$ cat src/rtl/rts_pkg.sv
// shared types, constants, sine table and helpers for the rhythmic turn state machine
package rts_pkg;

   localparam int PHASE_BITS      = 16;
   localparam int SINE_TABLE_BITS = 8;
   localparam int TIME_BITS       = 16;

   localparam int SINE_DEPTH = 1 << SINE_TABLE_BITS;
   localparam int CAP_W      = (TIME_BITS > 16) ? TIME_BITS : 16;

   localparam int CSR_INDEX_W = 3;
   localparam int CSR_DATA_W  = 16;

   typedef enum logic [CSR_INDEX_W-1:0] {
      CSR_PHASE_STEP        = 3'd0,
      CSR_SPEAK_THETA_THR   = 3'd1,
      CSR_LISTEN_THETA_THR  = 3'd2,
      CSR_ENERGY_THR        = 3'd3,
      CSR_DEPLETION_THR     = 3'd4,
      CSR_SPEAK_GAMMA_THR   = 3'd5,
      CSR_MIN_DWELL_MS      = 3'd6,
      CSR_COOLDOWN_MS       = 3'd7
   } csr_index_type;

   localparam logic [15:0]        RST_PHASE_STEP       = 16'd393;
   localparam logic signed [15:0] RST_SPEAK_THETA_THR  = 16'sd21299;
   localparam logic signed [15:0] RST_LISTEN_THETA_THR = -16'sd9830;
   localparam logic [15:0]        RST_ENERGY_THR       = 16'd128;
   localparam logic [15:0]        RST_DEPLETION_THR    = 16'd51;
   localparam logic [15:0]        RST_SPEAK_GAMMA_THR  = 16'd102;
   localparam logic [15:0]        RST_MIN_DWELL_MS     = 16'd800;
   localparam logic [15:0]        RST_COOLDOWN_MS      = 16'd500;

   // 0.15 in q8.8 and q1.15
   localparam logic [15:0]        GAMMA_FLOOR   = 16'd38;
   localparam logic signed [15:0] ZERO_BAND_POS = 16'sd4915;
   localparam logic signed [15:0] ZERO_BAND_NEG = -16'sd4915;

   // floor(x / 10) = (x * ceil(2^24 / 10)) >> 24, exact for x below 2^22
   localparam int          DIV10_SHIFT = 24;
   localparam logic [20:0] DIV10_MULT  = 21'd1677722;

   localparam logic [TIME_BITS-1:0] TIME_MAX = '1;

   typedef enum logic [2:0] {
      MODE_LISTEN = 3'b001,
      MODE_SPEAK  = 3'b010,
      MODE_TRANS  = 3'b100
   } turn_mode_type;

   localparam logic [1:0] CODE_LISTEN = 2'd0;
   localparam logic [1:0] CODE_SPEAK  = 2'd1;
   localparam logic [1:0] CODE_TRANS  = 2'd2;

   typedef struct packed {
      logic [15:0]        phase_step;
      logic signed [15:0] speak_theta_thr;
      logic signed [15:0] listen_theta_thr;
      logic [15:0]        energy_thr;
      logic [15:0]        depletion_thr;
      logic [15:0]        speak_gamma_thr;
      logic [15:0]        min_dwell_ms;
      logic [15:0]        cooldown_ms;
   } cfg_type;

   typedef struct packed {
      turn_mode_type         mode;
      logic                  heading_to_speak;
      logic [PHASE_BITS-1:0] phase;
      logic [15:0]           gamma;
      logic [TIME_BITS-1:0]  dwell;
      logic [TIME_BITS-1:0]  cooldown;
   } state_type;

   typedef struct packed {
      logic [9:0]  elapsed_ms;
      logic [15:0] energy_level;
      logic [15:0] gamma_sample;
   } item_type;

   typedef struct packed {
      logic [1:0]         turn_state;
      logic signed [15:0] theta_value;
      logic               state_changed;
   } result_type;

   typedef logic signed [15:0] sine_table_type [SINE_DEPTH];

   // quarter-wave odd polynomial in q30, rounded to q1.15
   function automatic logic signed [15:0] sine_q15(int unsigned idx);
      int unsigned qbits;
      int unsigned q;
      int unsigned quad;
      int unsigned r;
      int unsigned x;
      longint      t;
      longint      t2;
      longint      p;
      longint      s;
      qbits = SINE_TABLE_BITS - 2;
      q     = 1 << qbits;
      quad  = (idx >> qbits) & 3;
      r     = idx & (q - 1);
      x     = ((quad & 1) != 0) ? q - r : r;
      t     = longint'(x) << (30 - qbits);
      t2    = (t * t) >>> 30;
      p     = 172272;
      p     = 5026994 - ((p * t2) >>> 30);
      p     = 85569306 - ((p * t2) >>> 30);
      p     = 693598669 - ((p * t2) >>> 30);
      p     = 1686629713 - ((p * t2) >>> 30);
      s     = (t * p) >>> 30;
      s     = (s + 16384) >>> 15;
      if (s > 32767) begin
         s = 32767;
      end
      if ((quad & 2) != 0) begin
         s = -s;
      end
      return 16'(s);
   endfunction

   function automatic sine_table_type build_sine_table();
      sine_table_type tbl;
      for (int i = 0; i < SINE_DEPTH; i++) begin
         tbl[i] = sine_q15(i);
      end
      return tbl;
   endfunction

   localparam sine_table_type SINE_TABLE = build_sine_table();

   // limit a 16-bit millisecond setting to the timer range
   function automatic logic [TIME_BITS-1:0] cap_time(logic [15:0] ms);
      logic [CAP_W-1:0] ms_ext;
      logic [CAP_W-1:0] max_ext;
      ms_ext  = CAP_W'(ms);
      max_ext = CAP_W'(TIME_MAX);
      return (ms_ext > max_ext) ? TIME_MAX : TIME_BITS'(ms_ext);
   endfunction

   function automatic logic [1:0] mode_code(turn_mode_type mode);
      logic [1:0] code;
      case (mode)
         MODE_LISTEN: code = CODE_LISTEN;
         MODE_SPEAK:  code = CODE_SPEAK;
         MODE_TRANS:  code = CODE_TRANS;
         default:     code = CODE_LISTEN;
      endcase
      return code;
   endfunction

endpackage

$ cat src/rtl/rts_step.sv
// per-tick update: phase, sine lookup, gamma smoothing, timers and turn decision
module rts_step (
   input  rts_pkg::cfg_type    cfg,
   input  rts_pkg::state_type  cur,
   input  rts_pkg::item_type   item,
   output rts_pkg::state_type  nxt,
   output rts_pkg::result_type res
);

   logic [rts_pkg::TIME_BITS:0]         dwell_sum;
   logic [rts_pkg::TIME_BITS-1:0]       dwell_adv;
   logic [rts_pkg::TIME_BITS-1:0]       elapsed_ext;
   logic [rts_pkg::TIME_BITS-1:0]       cool_adv;
   logic [rts_pkg::TIME_BITS-1:0]       min_dwell;
   logic [rts_pkg::TIME_BITS-1:0]       cool_load;
   logic [25:0]                         step_prod;
   logic [rts_pkg::PHASE_BITS-1:0]      phase_new;
   logic [rts_pkg::PHASE_BITS+rts_pkg::SINE_TABLE_BITS-1:0] phase_wide;
   logic [rts_pkg::SINE_TABLE_BITS-1:0] sine_idx;
   logic signed [15:0]                  theta;
   logic [19:0]                         gamma_num;
   logic [40:0]                         gamma_prod;
   logic [15:0]                         gamma_new;
   logic                                gate_open;

   assign elapsed_ext = rts_pkg::TIME_BITS'(item.elapsed_ms);
   assign dwell_sum   = {1'b0, cur.dwell} + {1'b0, elapsed_ext};
   assign dwell_adv   = dwell_sum[rts_pkg::TIME_BITS] ? rts_pkg::TIME_MAX
                                                      : dwell_sum[rts_pkg::TIME_BITS-1:0];
   assign cool_adv    = (cur.cooldown > elapsed_ext) ? cur.cooldown - elapsed_ext : '0;
   assign min_dwell   = rts_pkg::cap_time(cfg.min_dwell_ms);
   assign cool_load   = rts_pkg::cap_time(cfg.cooldown_ms);

   assign step_prod = 26'(item.elapsed_ms) * 26'(cfg.phase_step);
   assign phase_new = cur.phase + rts_pkg::PHASE_BITS'(step_prod);

   // top table bits of the phase, or the phase padded with zeros when it is narrower
   assign phase_wide = {phase_new, {rts_pkg::SINE_TABLE_BITS{1'b0}}};
   assign sine_idx   = phase_wide[rts_pkg::PHASE_BITS+rts_pkg::SINE_TABLE_BITS-1 -:
                                  rts_pkg::SINE_TABLE_BITS];
   assign theta      = rts_pkg::SINE_TABLE[sine_idx];

   // g = (9g + sample + 5) / 10
   assign gamma_num  = 20'({4'b0, cur.gamma} * 20'd9) + 20'(item.gamma_sample) + 20'd5;
   assign gamma_prod = 41'(gamma_num) * 41'(rts_pkg::DIV10_MULT);
   assign gamma_new  = gamma_prod[rts_pkg::DIV10_SHIFT +: 16];

   assign gate_open = (cool_adv == '0) && (dwell_adv >= min_dwell);

   always_comb begin
      nxt                  = cur;
      nxt.phase            = phase_new;
      nxt.gamma            = gamma_new;
      nxt.dwell            = dwell_adv;
      nxt.cooldown         = cool_adv;
      if (gate_open) begin
         case (cur.mode)
            rts_pkg::MODE_LISTEN: begin
               if (theta > cfg.speak_theta_thr && item.energy_level > cfg.energy_thr &&
                   gamma_new > cfg.speak_gamma_thr) begin
                  nxt.mode             = rts_pkg::MODE_TRANS;
                  nxt.heading_to_speak = 1'b1;
                  nxt.dwell            = '0;
               end
            end
            rts_pkg::MODE_SPEAK: begin
               if (theta < cfg.listen_theta_thr || gamma_new < rts_pkg::GAMMA_FLOOR ||
                   item.energy_level < cfg.depletion_thr) begin
                  nxt.mode             = rts_pkg::MODE_TRANS;
                  nxt.heading_to_speak = 1'b0;
                  nxt.dwell            = '0;
               end
            end
            rts_pkg::MODE_TRANS: begin
               // completes near a zero crossing
               if (theta < rts_pkg::ZERO_BAND_POS && theta > rts_pkg::ZERO_BAND_NEG) begin
                  nxt.mode     = cur.heading_to_speak ? rts_pkg::MODE_SPEAK
                                                      : rts_pkg::MODE_LISTEN;
                  nxt.cooldown = cool_load;
                  nxt.dwell    = '0;
               end
            end
            default: begin
               // unused mode: timers and phase still advance, the turn stays
               nxt.mode = cur.mode;
            end
         endcase
      end
   end

   assign res.turn_state    = rts_pkg::mode_code(nxt.mode);
   assign res.theta_value   = theta;
   assign res.state_changed = (nxt.mode != cur.mode);

endmodule

$ cat src/rtl/rhythmic_turn_state_machine.sv
// top level: tick input register, turn state, result register and register port
//
//   channel | direction | handshake              | payload
//   req     | in        | req_valid / req_stall  | elapsed_ms, energy_level, gamma_sample
//   rsp     | out       | rsp_valid / rsp_stall  | turn_state, theta_value, state_changed
//   csr     | in        | csr_write_en           | csr_index, csr_wdata
//
// one item per cycle sustained while the result is not stalled; an item is held in the input register,
// and its result is written to the result register when that register is free to take it.
// the turn state updates as the item moves on, so consecutive items never wait on each other.
// reset (synchronous) restores listening, zero phase, gamma and timers, and the default
// register values. a stalled result holds the result register; the input register still
// takes an item, and further items stall only once both registers are full.
module rhythmic_turn_state_machine (
   input  logic                            clock,
   input  logic                            reset,
   input  logic                            req_valid,
   output logic                            req_stall,
   input  logic [9:0]                      req_elapsed_ms,
   input  logic [15:0]                     req_energy_level,
   input  logic [15:0]                     req_gamma_sample,
   output logic                            rsp_valid,
   input  logic                            rsp_stall,
   output logic [1:0]                      rsp_turn_state,
   output logic signed [15:0]              rsp_theta_value,
   output logic                            rsp_state_changed,
   input  logic                            csr_write_en,
   input  logic [rts_pkg::CSR_INDEX_W-1:0] csr_index,
   input  logic [rts_pkg::CSR_DATA_W-1:0]  csr_wdata
);

   rts_pkg::cfg_type    cfg_ff, cfg_in;
   rts_pkg::state_type  state_ff, state_in, state_next;
   rts_pkg::item_type   item_ff;
   rts_pkg::result_type res_ff, res_next;
   logic                item_valid_ff, item_valid_in;
   logic                rsp_valid_ff, rsp_valid_in;
   logic                advance;
   logic                take_req;

   // the item in the input register moves on when the result register is free
   assign advance   = item_valid_ff && !(rsp_valid_ff && rsp_stall);
   assign req_stall = item_valid_ff && !advance;
   assign take_req  = req_valid && !req_stall;

   rts_step u_step (
      .cfg  (cfg_ff),
      .cur  (state_ff),
      .item (item_ff),
      .nxt  (state_next),
      .res  (res_next)
   );

   always_comb begin
      item_valid_in = take_req || (item_valid_ff && !advance);
      rsp_valid_in  = advance || (rsp_valid_ff && rsp_stall);
      state_in      = advance ? state_next : state_ff;
   end

   always_comb begin
      cfg_in = cfg_ff;
      if (csr_write_en) begin
         case (rts_pkg::csr_index_type'(csr_index))
            rts_pkg::CSR_PHASE_STEP:       cfg_in.phase_step       = csr_wdata;
            rts_pkg::CSR_SPEAK_THETA_THR:  cfg_in.speak_theta_thr  = csr_wdata;
            rts_pkg::CSR_LISTEN_THETA_THR: cfg_in.listen_theta_thr = csr_wdata;
            rts_pkg::CSR_ENERGY_THR:       cfg_in.energy_thr       = csr_wdata;
            rts_pkg::CSR_DEPLETION_THR:    cfg_in.depletion_thr    = csr_wdata;
            rts_pkg::CSR_SPEAK_GAMMA_THR:  cfg_in.speak_gamma_thr  = csr_wdata;
            rts_pkg::CSR_MIN_DWELL_MS:     cfg_in.min_dwell_ms     = csr_wdata;
            rts_pkg::CSR_COOLDOWN_MS:      cfg_in.cooldown_ms      = csr_wdata;
            default:                       cfg_in                  = cfg_ff;
         endcase
      end
   end

   always_ff @(posedge clock) begin
      if (reset) begin
         item_valid_ff             <= 1'b0;
         rsp_valid_ff              <= 1'b0;
         state_ff.mode             <= rts_pkg::MODE_LISTEN;
         state_ff.heading_to_speak <= 1'b0;
         state_ff.phase            <= '0;
         state_ff.gamma            <= '0;
         state_ff.dwell            <= '0;
         state_ff.cooldown         <= '0;
         cfg_ff.phase_step         <= rts_pkg::RST_PHASE_STEP;
         cfg_ff.speak_theta_thr    <= rts_pkg::RST_SPEAK_THETA_THR;
         cfg_ff.listen_theta_thr   <= rts_pkg::RST_LISTEN_THETA_THR;
         cfg_ff.energy_thr         <= rts_pkg::RST_ENERGY_THR;
         cfg_ff.depletion_thr      <= rts_pkg::RST_DEPLETION_THR;
         cfg_ff.speak_gamma_thr    <= rts_pkg::RST_SPEAK_GAMMA_THR;
         cfg_ff.min_dwell_ms       <= rts_pkg::RST_MIN_DWELL_MS;
         cfg_ff.cooldown_ms        <= rts_pkg::RST_COOLDOWN_MS;
      end else begin
         item_valid_ff <= item_valid_in;
         rsp_valid_ff  <= rsp_valid_in;
         state_ff      <= state_in;
         cfg_ff        <= cfg_in;
      end
   end

   always_ff @(posedge clock) begin
      if (take_req) begin
         item_ff.elapsed_ms   <= req_elapsed_ms;
         item_ff.energy_level <= req_energy_level;
         item_ff.gamma_sample <= req_gamma_sample;
      end
      if (advance) begin
         res_ff <= res_next;
      end
   end

   assign rsp_valid         = rsp_valid_ff;
   assign rsp_turn_state    = res_ff.turn_state;
   assign rsp_theta_value   = res_ff.theta_value;
   assign rsp_state_changed = res_ff.state_changed;

endmodule

$ cat config.mk
export PLATFORM = sky130hd
export DESIGN_NAME = rhythmic_turn_state_machine
export DESIGN_NICKNAME = d
export VERILOG_FILES = /design/src/rtl/rts_pkg.sv /design/src/rtl/rts_step.sv /design/src/rtl/rhythmic_turn_state_machine.sv
export SDC_FILE = /design/constraint.sdc
export NUM_CORES = 2
export LEC_CHECK = 0
export ABC_AREA = 1
export BUFFER_PORTS_ARGS = -buffer_cell sky130_fd_sc_hd__buf_4
export CELL_PAD_IN_SITES_DETAIL_PLACEMENT = 1
export CELL_PAD_IN_SITES_GLOBAL_PLACEMENT = 1
export CORE_UTILIZATION = 52
export CTS_BUF_LIST = sky130_fd_sc_hd__clkbuf_4
export CTS_CLUSTER_SIZE = 14
export DETAILED_ROUTE_END_ITERATION = 12
export MAX_ROUTING_LAYER = met4
export PLACE_DENSITY = 0.93
export SYNTH_ARGS = -nofsm -noshare
export SYNTH_HDL_FRONTEND = slang
export SYNTH_HIERARCHICAL = 1
export SYNTH_SLANG_ARGS = --single-unit
$ cat constraint.sdc
create_clock -name clock -period 28.9 [get_ports clock]
set_input_delay 1.445 -clock clock [delete_from_list [all_inputs] [get_ports clock]]
set_output_delay 1.445 -clock clock [all_outputs]
set_load 0.05 [all_outputs]
==> flow_summary_export.csv <==
group,metric,value,unit
run_status,run_status,"finished clean",
timing,rsz0062_at_grt,"false",
worst_setup_path,crit_path_max_fanout,5,
clock_tree,clkLatencyLatePin,0.83,ns
logic_synthesis,synth_mux_area_share,0,%
clock_tree,cts_buffer_depth,3,
routing,drc,0,
timing,relSlewSlack,11.3,%
logic_synthesis,synth_seq_cells,259,
logic_synthesis,synth-compound-area-share,6.72,%
clock_tree,clock-sinks,259,
routing,viasPerCell,5.91,
worst_setup_path,worst_r2r_path_depth,53,
placement,hpwl,93400,um
global_routing,grt_max_degree,141,
global_routing,gr-total-overflow,0,
routing,drtAntennaViolNets,0,
global_routing,grt_usage,41.6,%
routing,first_pass_iters,6,
logic_synthesis,syn_avg_cell_area,7.04,um^2
die,die_h,246,um
routing,wl_per_cell,23.2,um
timing,hold_viol,0,
timing,setup_violations,0,
clock_tree,postCtsHoldBufs,0,
logic_synthesis,synth_flop_cell,"dfxtp_1",
worst_setup_path,cp_slowest_stage_delay,0.60,ns
worst_setup_path,crit_type,"register to register",
logic_synthesis,ys_types,51,
worst_setup_path,ff2ff_setup_slack,17.10,ns
logic_synthesis,synth_top_family_by_area,"adder cells",
global_routing,grt_antenna_before_repair,2,
global_routing,busiest_layer,"met2",
logic_synthesis,syn_nets,5126,
worst_setup_path,worstPathArrival,12.54,ns
timing,final-max-slew-violation-count,0,
worst_setup_path,crit_top_cell,"ha_1",
worst_setup_path,startpoint_type,"register",
timing,period_share,40.8,%
worst_setup_path,cp_data_required_time,29.64,ns
die,core,59000,um^2
logic_synthesis,synthAdderAreaFrac,32.2,%
die,dieArea,60700,um^2
global_routing,grt_pass1_wl,188000,um
worst_hold_path,whs_endpoint,"cfg_ff[6]$_SDFFE_PP1P_",
worst_setup_path,r2r_start,"item_ff[4]$_DFFE_PP_",
worst_hold_path,min_from,"cfg_ff[6]$_SDFFE_PP1P_",
logic_synthesis,yosys-top-cells-area,"ha_1, fa_1, dfxtp_1",
placement,io_buffers,86,
placement,routabilityCongestion,1.03,
logic_synthesis,synthSimpleGateAreaFrac,27.9,%
cells_and_area,final_nets,5174,
logic_synthesis,synthXorXnorAreaFrac,1.86,%
worst_setup_path,critPathCaptureType,"register",
die,start_util,52.6,%
clock_tree,cts_tree,"built",
clock_tree,h-tree-depth,3,
worst_setup_path,cpMaxStageDelayCell,"fa_1",
die,die_w,246,um
worst_setup_path,r2r_end,"state_ff[28]$_SDFFE_PP0P_",
logic_synthesis,synth.most_common_cell,"nand2_1",
worst_hold_path,hold_path_depth,2,
clock_tree,path_clk_slew,0.06,ns
timing,worstMarginPinSlew,1.33,ns
die,ioPinCount,87,
worst_hold_path,hold_class,"register to register",
logic_synthesis,seq_area_frac_synth,18.7,%
logic_synthesis,yosysTopAreaCell,"ha_1",
die,rows,89,
cells_and_area,area_growth,6.75,%
logic_synthesis,syn_inst,4408,
logic_synthesis,syn_area,31000,um^2
logic_synthesis,async_reset_ff_share,0,%
global_routing,grt_use_met1,46.1,%
clock_tree,cts_resized,0,
job,cap_violations,0,
timing,period_needed,11.80,ns
routing,routed_wl,123000,um
cells_and_area,num-fill-cells,7812,
timing,fin_skew,0.0826,ns
logic_synthesis,netlist.area_leader.share,16.5,%
logic_synthesis,yosys-top-cells-count,"nand2_1, inv_1, nand3_1",
routing,vias,31300,
clock_tree,root_buffer,"clkbuf_4",
timing,max_freq,84.8,MHz
logic_synthesis,synth.yosys.warnings,6,
clock_tree,post-cts-setup-buffers,0,
clock_tree,cts_buffers,76,
logic_synthesis,synth-edff-count,61,
global_routing,grt_pass1_vias,33500,
global_routing,met2_usage,69.2,%
routing,drtIter0Drc,2398,
cells_and_area,drive_gt1_share,6.47,%
global_routing,met3_usage,6.86,%
timing,tns,0,ns
## cells by family after synthesis
family          after synthesis
buf+inv                     998
simple gates               2062
xor+xnor                     65
flops                       259
compound gates              372
fa+ha+maj                   652
## stage by stage
stage,cell area [um^2],std cells,util (%),worst slack [ns],hold WS (ns)
5_1_grt,33100,5290,56.1,16.47,0.498
6_report,33100,5290,56.1,17.10,0.472
4_1_cts,33100,5287,56.1,17.29,0.473
3_3_place_gp,32100,5151,54.5,17.89,0.441
2_1_floorplan,31000,4408,-,18.89,0.429
3_5_place_dp,32100,5151,54.5,17.34,0.451
## state kept, by name, indices dropped and copies added, names as in the netlist
register / flops
cfg_ff: 128
item_ff: 42
item_valid_ff: 1
rsp_state_changed: 1
rsp_theta_value: 16
rsp_turn_state: 2
rsp_valid: 1
state_ff: 68
## metal layers
layer | wire length, um | vias to the layer above
met5 | 0 | -
met4 | 8930 | 0
met3 | 9050 | 557
met2 | 58900 | 1517
met1 | 45800 | 15200
li1 | - | 14000
## cells in the final DEF, fill, tap and decap left out, types with 7 or more instances in the layout
cell,n
a21o_1,9
nor3_1,19
nand4_1,34
nor2_2,13
o21ai_1,11
fa_1,243
dfxtp_1,198
nand2_2,9
nand3b_1,7
nand2_1,976
a21oi_1,134
or2_2,9
nand3_1,514
o21ai_0,138
o21bai_1,18
nor2_1,465
clkinv_1,15
a31oi_1,15
clkbuf_4,114
o211ai_1,19
inv_1,837
inv_2,15
ha_1,409
buf_4,115
edfxtp_1,61
o21a_1,11
xor2_1,49
xnor2_1,15
## critical path, delay by kind of cell (launching register included)
family / cells / cell delay, ns
adder cells (fa/ha/maj): 13 / 5.33
AO/OA/AOI/OAI: 14 / 2.38
AND/OR/NAND/NOR: 18 / 2.37
XOR/XNOR: 2 / 0.81
buffers and inverters: 6 / 0.55
flip-flops: 1 / 0.38
## worst max-delay path by stage
stage,end,slack [ns],cells after the start,from
floorplan,state_ff[20]$_SDFFE_PP0P_,18.89,57,item_ff[4]$_DFFE_PP_
global placement,state_ff[18]$_SDFFE_PP0P_,17.89,53,item_ff[4]$_DFFE_PP_
detailed placement,state_ff[31]$_SDFFE_PP0P_,17.34,54,item_ff[4]$_DFFE_PP_
CTS,state_ff[28]$_SDFFE_PP0P_,17.29,53,item_ff[4]$_DFFE_PP_
global route,state_ff[19]$_SDFFE_PP0P_,16.47,55,item_ff[4]$_DFFE_PP_
finish,state_ff[28]$_SDFFE_PP0P_,17.10,53,item_ff[4]$_DFFE_PP_
## area by class of cell
class / instances / area (um^2) / share of cell area, %
Timing Repair Buffer: 115 / 863 / 2.61
Inverter: 853 / 3210 / 9.69
Clock buffer: 114 / 856 / 2.58
Multi-Input combinational cell: 3151 / 21300 / 64.3
Antenna cell: 3 / 7.51 / 0.0227
Sequential cell: 259 / 5800 / 17.5
Clock inverter: 22 / 123 / 0.370
Tap cell: 773 / 967 / 2.92
Power is left out: the tool's default activity adds up to more than one toggle a clock period on the data nets, which glitch-free logic cannot reach.
